$ cat config.mk
export PLATFORM = sky130hd
export DESIGN_NAME = msgpack_value_encoder_core_flat
export DESIGN_NICKNAME = d
export VERILOG_FILES = /design/src/hw/rtl/mpenc_pkg.sv /design/src/hw/rtl/mpenc_if.sv /design/src/hw/rtl/mpenc_encode.sv /design/src/hw/rtl/mpenc_emit.sv /design/src/hw/rtl/msgpack_value_encoder_core.sv /design/src/flat_wrapper.sv
export VERILOG_INCLUDE_DIRS = /design/src /design/src/hw/rtl
export SDC_FILE = /design/constraint.sdc
export NUM_CORES = 1
export LEC_CHECK = 0
export ABC_AREA = 1
export BUFFER_PORTS_ARGS = -buffer_cell sky130_fd_sc_hd__buf_2
export CORE_ASPECT_RATIO = 2
export CORE_MARGIN = 1.5
export CORE_UTILIZATION = 63
export CTS_CLUSTER_SIZE = 30
export DETAILED_ROUTE_END_ITERATION = 8
export GPL_TIMING_DRIVEN = 0
export PLACE_DENSITY = 0.85
export SLEW_MARGIN = 40
export SYNTH_ARGS = -nofsm -noshare
export SYNTH_HDL_FRONTEND = slang
export SYNTH_SLANG_ARGS = --single-unit
export TNS_END_PERCENT = 100
$ cat constraint.sdc
create_clock -name clock -period 12.6 [get_ports clock]
set_input_delay 0.63 -clock clock [delete_from_list [all_inputs] [get_ports clock]]
set_output_delay 0.63 -clock clock [all_outputs]
set_load 0.03 [all_outputs]
$ cat src/hw/rtl/msgpack_value_encoder_core_defines.svh
// Assertion helpers; the asserting module provides clock and reset.
`ifndef MSGPACK_VALUE_ENCODER_CORE_DEFINES_SVH
`define MSGPACK_VALUE_ENCODER_CORE_DEFINES_SVH

// Same-cycle implication.
`define MPENC_ASSERT_NOW(lbl, ante, cons, msg) \
   lbl: assert property (@(posedge clock) disable iff (reset) (ante) |-> (cons)) \
      else $error(msg);

// Next-cycle implication.
`define MPENC_ASSERT_NEXT(lbl, ante, cons, msg) \
   lbl: assert property (@(posedge clock) disable iff (reset) (ante) |=> (cons)) \
      else $error(msg);

`endif

$ cat src/hw/rtl/mpenc_pkg.sv
package mpenc_pkg;

   typedef enum logic [3:0] {
      OP_UINT  = 4'd0,
      OP_INT   = 4'd1,
      OP_F32   = 4'd2,
      OP_BOOL  = 4'd3,
      OP_NIL   = 4'd4,
      OP_MAP   = 4'd5,
      OP_ARRAY = 4'd6,
      OP_STR   = 4'd7,
      OP_RAW   = 4'd8
   } op_type;

   localparam logic [7:0] TAG_NIL    = 8'hC0;
   localparam logic [7:0] TAG_FALSE  = 8'hC2;
   localparam logic [7:0] TAG_TRUE   = 8'hC3;
   localparam logic [7:0] TAG_F32    = 8'hCA;
   localparam logic [7:0] TAG_U8     = 8'hCC;
   localparam logic [7:0] TAG_U16    = 8'hCD;
   localparam logic [7:0] TAG_U32    = 8'hCE;
   localparam logic [7:0] TAG_U64    = 8'hCF;
   localparam logic [7:0] TAG_I8     = 8'hD0;
   localparam logic [7:0] TAG_I16    = 8'hD1;
   localparam logic [7:0] TAG_I32    = 8'hD2;
   localparam logic [7:0] TAG_I64    = 8'hD3;
   localparam logic [7:0] TAG_STR8   = 8'hD9;
   localparam logic [7:0] TAG_STR16  = 8'hDA;
   localparam logic [7:0] TAG_STR32  = 8'hDB;
   localparam logic [7:0] TAG_ARR16  = 8'hDC;
   localparam logic [7:0] TAG_ARR32  = 8'hDD;
   localparam logic [7:0] TAG_MAP16  = 8'hDE;
   localparam logic [7:0] TAG_MAP32  = 8'hDF;
   localparam logic [7:0] PFX_FIXMAP = 8'h80;
   localparam logic [7:0] PFX_FIXARR = 8'h90;
   localparam logic [7:0] PFX_FIXSTR = 8'hA0;

   // argument byte count, 0..8
   typedef logic [3:0] count_type;

   typedef struct packed {
      logic        valid;
      logic [7:0]  tag;
      logic [63:0] arg;
      count_type   nbytes;
   } enc_type;

endpackage

$ cat src/hw/rtl/mpenc_if.sv
interface mpenc_req_if;
   logic        valid;
   logic        ready;
   logic [3:0]  operation;
   logic [63:0] value;

   modport source (output valid, output operation, output value, input ready);
   modport sink   (input valid, input operation, input value, output ready);
endinterface

interface mpenc_rsp_if;
   logic       valid;
   logic       ready;
   logic [7:0] out_byte;
   logic       last_byte;

   modport source (output valid, output out_byte, output last_byte, input ready);
   modport sink   (input valid, input out_byte, input last_byte, output ready);
endinterface

$ cat src/hw/rtl/mpenc_encode.sv
module mpenc_encode (
   input  logic [3:0]       operation,
   input  logic [63:0]      value,
   output mpenc_pkg::enc_type enc
);
   import mpenc_pkg::*;

   function automatic enc_type pick(logic [7:0] tag, logic [63:0] arg, count_type n);
      enc_type r;
      r.valid  = 1'b1;
      r.tag    = tag;
      r.arg    = arg;
      r.nbytes = n;
      return r;
   endfunction

   function automatic enc_type enc_uint(logic [63:0] v);
      enc_type r;
      if (v[63:7] == '0)       r = pick(v[7:0], v, 4'd0);
      else if (v[63:8] == '0)  r = pick(TAG_U8, v, 4'd1);
      else if (v[63:16] == '0) r = pick(TAG_U16, v, 4'd2);
      else if (v[63:32] == '0) r = pick(TAG_U32, v, 4'd4);
      else                     r = pick(TAG_U64, v, 4'd8);
      return r;
   endfunction

   logic [31:0] cnt;
   assign cnt = value[31:0];

   always_comb begin
      enc = '0;
      case (operation)
         OP_UINT: enc = enc_uint(value);
         OP_INT: begin
            if (!value[63])         enc = enc_uint(value);
            else if (&value[63:5])  enc = pick(value[7:0], value, 4'd0);
            else if (&value[63:7])  enc = pick(TAG_I8, value, 4'd1);
            else if (&value[63:15]) enc = pick(TAG_I16, value, 4'd2);
            else if (&value[63:31]) enc = pick(TAG_I32, value, 4'd4);
            else                    enc = pick(TAG_I64, value, 4'd8);
         end
         OP_F32:  enc = pick(TAG_F32, value, 4'd4);
         OP_BOOL: enc = pick(value[0] ? TAG_TRUE : TAG_FALSE, value, 4'd0);
         OP_NIL:  enc = pick(TAG_NIL, value, 4'd0);
         OP_MAP: begin
            if (cnt[31:4] == '0)       enc = pick(PFX_FIXMAP | {4'd0, cnt[3:0]}, value, 4'd0);
            else if (cnt[31:16] == '0) enc = pick(TAG_MAP16, value, 4'd2);
            else                       enc = pick(TAG_MAP32, value, 4'd4);
         end
         OP_ARRAY: begin
            if (cnt[31:4] == '0)       enc = pick(PFX_FIXARR | {4'd0, cnt[3:0]}, value, 4'd0);
            else if (cnt[31:16] == '0) enc = pick(TAG_ARR16, value, 4'd2);
            else                       enc = pick(TAG_ARR32, value, 4'd4);
         end
         OP_STR: begin
            if (cnt[31:5] == '0)       enc = pick(PFX_FIXSTR | {3'd0, cnt[4:0]}, value, 4'd0);
            else if (cnt[31:8] == '0)  enc = pick(TAG_STR8, value, 4'd1);
            else if (cnt[31:16] == '0) enc = pick(TAG_STR16, value, 4'd2);
            else                       enc = pick(TAG_STR32, value, 4'd4);
         end
         OP_RAW:  enc = pick(value[7:0], value, 4'd0);
         default: enc = '0;   // unused selector: no bytes
      endcase
   end

endmodule

$ cat src/hw/rtl/mpenc_emit.sv
`include "msgpack_value_encoder_core_defines.svh"

module mpenc_emit (
   input  logic               clock,
   input  logic               reset,
   input  logic               load,
   input  mpenc_pkg::enc_type enc,
   output logic               free,
   mpenc_rsp_if.source        rsp
);
   import mpenc_pkg::*;

   logic        em_valid_ff, em_valid_in;
   logic        at_tag_ff, at_tag_in;
   count_type   left_ff, left_in;
   logic [7:0]  tag_ff;
   logic [63:0] arg_ff;

   logic        take, last;
   logic [2:0]  idx;

   assign last = at_tag_ff ? (left_ff == 4'd0) : (left_ff == 4'd1);
   assign idx  = 3'(left_ff - 4'd1);
   assign take = em_valid_ff && rsp.ready;
   assign free = !em_valid_ff || (rsp.ready && last);

   assign rsp.valid     = em_valid_ff;
   assign rsp.out_byte  = at_tag_ff ? tag_ff : arg_ff[{idx, 3'b000} +: 8];
   assign rsp.last_byte = last;

   always_comb begin
      em_valid_in = em_valid_ff;
      at_tag_in   = at_tag_ff;
      left_in     = left_ff;
      if (load) begin
         em_valid_in = 1'b1;
         at_tag_in   = 1'b1;
         left_in     = enc.nbytes;
      end else if (take) begin
         if (last)           em_valid_in = 1'b0;
         else if (at_tag_ff) at_tag_in   = 1'b0;
         else                left_in     = left_ff - 4'd1;
      end
   end

   always_ff @(posedge clock) begin
      if (reset) begin
         em_valid_ff <= 1'b0;
         at_tag_ff   <= 1'b1;
         left_ff     <= '0;
      end else begin
         em_valid_ff <= em_valid_in;
         at_tag_ff   <= at_tag_in;
         left_ff     <= left_in;
      end
   end

   always_ff @(posedge clock) begin
      if (load) begin
         tag_ff <= enc.tag;
         arg_ff <= enc.arg;
      end
   end

   `MPENC_ASSERT_NOW(a_load_free, load, !em_valid_ff || (take && last), "load over busy item")
   `MPENC_ASSERT_NOW(a_arg_range, em_valid_ff && !at_tag_ff, left_ff != 4'd0 && left_ff <= 4'd8, "argument count out of range")
   `MPENC_ASSERT_NEXT(a_keep_going, take && !last, em_valid_ff, "item dropped before last byte")

endmodule

$ cat src/hw/rtl/msgpack_value_encoder_core.sv
// The first byte of an item is offered once the item has passed the input register
//   and been loaded into the byte emitter.
// Throughput: one item per cycle when it encodes to one byte and the receiver takes it;
//   an item of N bytes (tag plus 0, 1, 2, 4 or 8 argument bytes) holds the byte emitter
//   until all N bytes are taken. Unused operation codes are dropped in the input register.
// Reset (synchronous, active high) empties the input register and the emitter.
module msgpack_value_encoder_core (
   input  logic        clock,
   input  logic        reset,
   mpenc_req_if.sink   req_port,
   mpenc_rsp_if.source rsp_port
);
   import mpenc_pkg::*;

   // Input register: one item waiting for the byte emitter.
   logic        in_valid_ff, in_valid_in;
   logic [3:0]  in_op_ff;
   logic [63:0] in_value_ff;

   enc_type     enc;
   logic        free, load, consume, accept;

   // Encoding is pure logic from the input register into the emitter.
   mpenc_encode u_encode (
      .operation (in_op_ff),
      .value     (in_value_ff),
      .enc       (enc)
   );

   // Item leaves the input register when the emitter can take it, or at once
   // if its operation produces no bytes.
   assign load    = in_valid_ff && enc.valid && free;
   assign consume = in_valid_ff && (!enc.valid || free);

   // Refill in the same cycle the held item moves on.
   assign req_port.ready = !in_valid_ff || consume;
   assign accept         = req_port.valid && req_port.ready;

   always_comb begin
      in_valid_in = in_valid_ff;
      if (accept)       in_valid_in = 1'b1;
      else if (consume) in_valid_in = 1'b0;
   end

   always_ff @(posedge clock) begin
      if (reset) begin
         in_valid_ff <= 1'b0;
      end else begin
         in_valid_ff <= in_valid_in;
      end
   end

   always_ff @(posedge clock) begin
      if (accept) begin
         in_op_ff    <= req_port.operation;
         in_value_ff <= req_port.value;
      end
   end

   // Byte emitter: tag first, then argument bytes most significant first.
   mpenc_emit u_emit (
      .clock (clock),
      .reset (reset),
      .load  (load),
      .enc   (enc),
      .free  (free),
      .rsp   (rsp_port)
   );

endmodule

$ cat src/flat_wrapper.sv
// flat-port wrapper written by rule: the top's interface ports become plain ports
module msgpack_value_encoder_core_flat import mpenc_pkg::*;
  (clock, reset, req_port_valid, req_port_operation, req_port_value, req_port_ready, rsp_port_valid, rsp_port_out_byte, rsp_port_last_byte, rsp_port_ready);
  mpenc_req_if req_port_i ();
  mpenc_rsp_if rsp_port_i ();
  input  logic clock;
  input  logic reset;
  input wire logic [$bits(req_port_i.valid)-1:0] req_port_valid;
  input wire logic [$bits(req_port_i.operation)-1:0] req_port_operation;
  input wire logic [$bits(req_port_i.value)-1:0] req_port_value;
  output wire logic [$bits(req_port_i.ready)-1:0] req_port_ready;
  output wire logic [$bits(rsp_port_i.valid)-1:0] rsp_port_valid;
  output wire logic [$bits(rsp_port_i.out_byte)-1:0] rsp_port_out_byte;
  output wire logic [$bits(rsp_port_i.last_byte)-1:0] rsp_port_last_byte;
  input wire logic [$bits(rsp_port_i.ready)-1:0] rsp_port_ready;
  assign req_port_i.valid = req_port_valid;
  assign req_port_i.operation = req_port_operation;
  assign req_port_i.value = req_port_value;
  assign req_port_ready = req_port_i.ready;
  assign rsp_port_valid = rsp_port_i.valid;
  assign rsp_port_out_byte = rsp_port_i.out_byte;
  assign rsp_port_last_byte = rsp_port_i.last_byte;
  assign rsp_port_i.ready = rsp_port_ready;
  msgpack_value_encoder_core u_core (.clock(clock), .reset(reset), .req_port(req_port_i), .rsp_port(rsp_port_i));
endmodule
* After elaboration in Yosys (flattened, before gate mapping)
Index checks and enable logic that the tools add are counted.
Operators by class: add/subtract/negate cells 1, multiply operators 0, div/mod/pow operators 0, magnitude comparators 0, eq/ne operators 11, shift operators 1, muxes and demuxes 33, bitwise gates (word level) 1, reductions and logical operators 33
Operator list (count):
- 77-bit case mux with 9 select lines | 1
- 70-bit two-way mux | 7
- 69-bit two-way mux | 6
- 75-bit two-way mux | 3
- 77-bit two-way mux | 2
- 76-bit two-way mux | 2
- 64-bit by 7-bit indexed part select with 8-bit output | 1
- 59-bit AND reduction | 1
- 57-bit zero test | 1
- 57-bit AND reduction | 1
- 56-bit zero test | 1
- 49-bit AND reduction | 1
- 48-bit zero test | 1
- 33-bit AND reduction | 1
- 32-bit zero test | 1
- 28-bit zero test | 1
- 27-bit zero test | 1
- 24-bit zero test | 1
- 4-bit by 3-bit equality test with 1-bit output, second input constant | 4
- 16-bit zero test | 1
- 4-bit two-way mux | 4
- 4-bit by 1-bit equality test with 1-bit output, second input constant | 2
- 4-bit by 2-bit equality test with 1-bit output, second input constant | 2
- 4-bit zero test | 2
- other kinds (13) | 32
Word-level totals: register bits 147, latch bits 0, memory bits (writable) 0, ROM bits 0, output and inout port bits 11, logic and storage cells 88, memories 0

* Depth between registers and ports, before layout
depth after elaboration 13, mapped depth 14, depth with buffers taken out 13

* Modules after synthesis
A second synthesis with hierarchy kept.
Unflattened totals: cell total of the unflattened synthesis 856, area total of the unflattened synthesis 7409.6 sq um
Modules (own cells, without submodules):
- mpenc_emit | instances 1, cells an instance 275, area an instance 3193.1 sq um, seq. area each 2282.2 sq um
- mpenc_encode | instances 1, cells an instance 505, area an instance 2114.5 sq um, seq. area each 0.0 sq um
- msgpack_value_encoder_core | instances 1, cells an instance 76, area an instance 2102.0 sq um, seq. area each 2062.0 sq um

* Worst setup path after synthesis
No wires, ideal clock.
path type flip-flop to flip-flop, start point register u_core.u_emit.left_ff[0], end point register u_core.in_op_ff[0] (enable), setup time 0.494 ns, data arrival time 4.297 ns, required time 12.106 ns, setup slack 7.809 ns, cell stages (with the launch flop) 10, buffers on the path 2, clock period less this slack 4.791 ns, path through dfxtp_1 > buf_2 > clkinv_1 > clkbuf_1 > ha_1 > or2_2 > nand3_1 > nand2_1 > nor2_1 > nor2_1
On the way: cells in the longest elaborated chain, start to end 8, elaborated cells on any way between the ends 9
Ends and longest elaborated chain:
- start: declaration | RTL line mpenc_emit.sv:15 | count_type left_ff, left_in;
- start signal: assignment | RTL line mpenc_emit.sv:54 | left_ff <= left_in;
- 4-bit by 1-bit equality test with 1-bit output or 4-bit zero test (tied branches) | RTL line mpenc_emit.sv:22 | assign last = at_tag_ff ? (left_ff == 4'd0) : (left_ff == 4'd1);
- 1-bit two-way mux * | RTL line mpenc_emit.sv:22
- 1-bit logical AND * | RTL line mpenc_emit.sv:25 | assign free = !em_valid_ff || (rsp.ready && last);
- 1-bit logical OR * | RTL line mpenc_emit.sv:25
- 1-bit logical OR * | RTL line msgpack_value_encoder_core.sv:33 | assign consume = in_valid_ff && (!enc.valid || free);
- 1-bit logical AND * | RTL line msgpack_value_encoder_core.sv:33
- 1-bit logical OR * | RTL line msgpack_value_encoder_core.sv:36 | assign req_port.ready = !in_valid_ff || consume;
- 1-bit logical AND * | RTL line msgpack_value_encoder_core.sv:37 | assign accept = req_port.valid && req_port.ready;
- via u_core.accept | RTL line msgpack_value_encoder_core.sv:21 | logic free, load, consume, accept;
- end signal: assignment | RTL line msgpack_value_encoder_core.sv:55 | in_op_ff <= req_port.operation;
- end: declaration | RTL line msgpack_value_encoder_core.sv:17 | logic [3:0] in_op_ff;
The timed path passes the listed nets; every way through them passes the cells marked *. A chain may end at the register's enable or synchronous reset.

* Worst setup path after layout
start point register u_core.u_emit.left_ff[0], end point output port rsp_port_out_byte[4]
On the way: cells in the longest elaborated chain, start to end 3
Ends and longest elaborated chain:
- 4-bit by 1-bit subtractor with 4-bit output
- 64-bit by 7-bit indexed part select with 8-bit output | RTL line mpenc_emit.sv:28 | assign rsp.out_byte = at_tag_ff ? tag_ff : arg_ff[{idx, 3'b000} +: 8];
- 8-bit two-way mux | RTL line mpenc_emit.sv:28
- end: declaration | RTL line flat_wrapper.sv:13 | output wire logic [$bits(rsp_port_i.out_byte)-1:0] rsp_port_out_byte;
Every way passes these cells.

==> summary.txt <==
Outcome
  – Status: complete, no violations

CTS
  – CTS buffer count: 17
  – CTS tree: done
  – Clk_lat worst skew: 0.43 ns
  – CTS Root Cell: clkbuf_16
  – Clock transition at path regs: 0.07 ns
  – # clock sinks: 147
  – Hold-fix buffers at CTS: 0
  – Number of setup buffers added after CTS: 0
  – Resized Gates After CTS: 0
  – H-tree Lvls: 4
  – Longest Clk Path Bufs: 2

Floorplanning
  – Die Area: 12200 um2
  – Chip width: 78.9 um
  – Initial Utilization: 0.642
  – Top Ports: 83
  – Core area: 11300 um2
  – Row count: 55
  – Chip height: 155 um

Global route
  – All-Layer GR Usage: 0.335
  – Vias in the first global route: 5885
  – Antenna violations before repair: 0
  – Overflow after GRT: 0
  – First-pass GRT wire length: 29800 um
  – Largest net degree at the start of global routing: 43

Placement
  – PortBufs: 82
  – DPL Wire Length: 14600 um
  – Placer Congestion: 1.01
  – Post-DP Area: 7940 um2
  – Dpl ws: 8.55 ns

Cells and area
  – Multi-input logic area: 2480 um2
  – Cell area after layout: 8530 um2
  – Register Area: 4340 um2
  – Area growth from synthesis to final layout: 17.6%
  – Final core occ: 0.756
  – Share of cells above drive strength 1: 0.171
  – N_diodes: 0
  – Final Net Count: 957
  – FILL cells: 788

Power and ir drop
  – Maximum vdd drop: 0.143 mV
  – Pleak: 3.44 nW
  – Power per Cell Area: 138 nW/um2

Synthesis
  – Syn Area/Cell: 9.33 um2
  – Syn Inst Count: 777
  – Post-synthesis sequential element count: 147
  – Post-synthesis cell type count: 37
  – Post-synth EDFFs: 140
  – Synth Flop Type: edfxtp_1
  – Post-synthesis sequential area ratio: 0.599
  – Ys Warns: 0
  – Post-synth net total: 852
  – Mapped cell area: 7250 um2
  – Post-synthesis async set-or-reset flop share: 0

Detailed routing
  – Vias post-DR: 6037
  – WL final: 19600 um
  – Drt pass-1 iters: 7
  – Antenna-violating nets left: 0
  – DRC Markers: 0
  – Vias per inst: 5.82
  – DR iter-0 viols: 620
  – DR WL/cell: 18.9 um

STA
  – Post-route minimum period: 4.62 ns
  – Min setup slack post-route: 7.98 ns
  – Setup clock skew after layout: 0.00805 ns
  – Final Max Slew Viols: 0
  – RSZ-0062 raised after global routing: no
  – Final hold vios: 0
  – TNS Setup: 0 ns
  – Worst Tran Pin Value: 0.780 ns
  – Final setup violation count: 0
  – Max-Slew Margin vs Limit: 0.477
  – Fmax: 216 MHz
  – Final worst-path cycle share: 0.367
  – WHS: 0.371 ns

Worst setup path
  – CP Max Fanout: 11
  – Setup CP Type: flip-flop to output port
  – Critical Path Source Type: flip-flop
  – CP Capture Type: output port
  – Crit path required time: 11.97 ns
  – CP arrival: 3.99 ns

Job
  – Number of max-cap violations: 0

Hold path
  – Hold Path Class: input port to flip-flop
cell usage after synthesis (all sizes together) (8+ instances only):
cell | instances | area (um2)
o21ai | 39 | 214
edfxtp | 140 | 4200
o221ai | 16 | 140
nand2 | 128 | 500
buf | 8 | 40.0
inv | 99 | 372
nand4 | 11 | 68.8
mux2i | 16 | 160
nor2 | 206 | 783
nor3 | 10 | 77.6
nand3 | 46 | 235
a21oi | 25 | 133
per-stage QoR:
stage               instances  power [mW]
floorplan                 777       0.642
CTS                      1037        1.18
finish                   1037        1.18
global placement         1001       0.678
detailed placement       1005       0.683
global route             1037        1.21
routing by layer:
metal  vias to the layer above  track usage  part of all wire
met5                         -            0                 0
met4                         0        0.232             0.075
met3                        96       0.0655             0.064
met2                       364        0.573              0.52
met1                      2760        0.367              0.34
li1                       2817            -                 -
power breakdown:
part / switching, mW / internal (mW) / leakage (nW)
Clock: 0.221 / 0.282 / 0.290
Combinational: 0.0655 / 0.0315 / 1.76
Sequential: 0.0160 / 0.564 / 1.39
flip-flops by register name (all words and copies together) (netlist names):
signal,flops
u_core.in_op_ff,4
u_core.u_emit.at_tag_ff,1
u_core.in_value_ff,64
u_core.u_emit.arg_ff,64
u_core.u_emit.tag_ff,8
u_core.u_emit.rsp.valid,1
u_core.u_emit.left_ff,4
u_core.in_valid_ff,1
area by class of cell:
class                      instances  share of cell area
inverter                         100              0.0443
clock inverter                    15              0.0194
tap                              142              0.0208
multi-input combinational        515               0.291
buffer                            15             0.00778
sequential                       147               0.509
clock buffer                      17              0.0499
timing repair buffer              86              0.0572
layout by cell type, fill, tap and decap left out, types with 11 or more instances in the layout:
cell       count
inv_1         92
nand2_1      124
o21ai_0       35
mux2i_1       16
nor2_1       202
a21oi_1       23
o221ai_1      16
nand3_1       45
edfxtp_1     140
buf_2         90
nand4_1       11
clkbuf_16     17
worst max-delay path, stage by stage, from the launching register on:
cell      delay, ns
dfxtp_1        0.34
buf_2          0.25
clkinv_1       0.41
clkbuf_1       0.36
ha_1           0.48
clkbuf_1       0.58
o21ai_0        0.26
o221ai_1       0.47
nand3_1        0.14
nand2_1        0.08
buf_2          0.19
path summary, 6_finish.rpt:
kind / from / to / slack (ns) / cells past startpoint
worst max-delay path: u_core.u_emit.left_ff[0]$_SDFFE_PP0P_ / rsp_port_out_byte[4] / 7.98 / 10
worst min-delay path: req_port_value[37] / u_core.in_value_ff[37]$_DFFE_PP_ / 0.37 / 1
worst max register to register: u_core.u_emit.left_ff[0]$_SDFFE_PP0P_ / u_core.in_value_ff[41]$_DFFE_PP_ / 9.35 / 12
worst min register to register: u_core.u_emit.left_ff[1]$_SDFFE_PP0P_ / u_core.u_emit.left_ff[1]$_SDFFE_PP0P_ / 0.49 / 2
cells by family after synthesis:
group / synth area share
AND/OR/NAND/NOR: 0.239
flip-flops: 0.599
buffers and inverters: 0.0609
AO/OA/AOI/OAI: 0.0714
multiplexers: 0.0221
adder cells (fa/ha/maj): 0.00518
XOR/XNOR: 0.00242
Note: power is estimated with default switching activity, not from simulation.
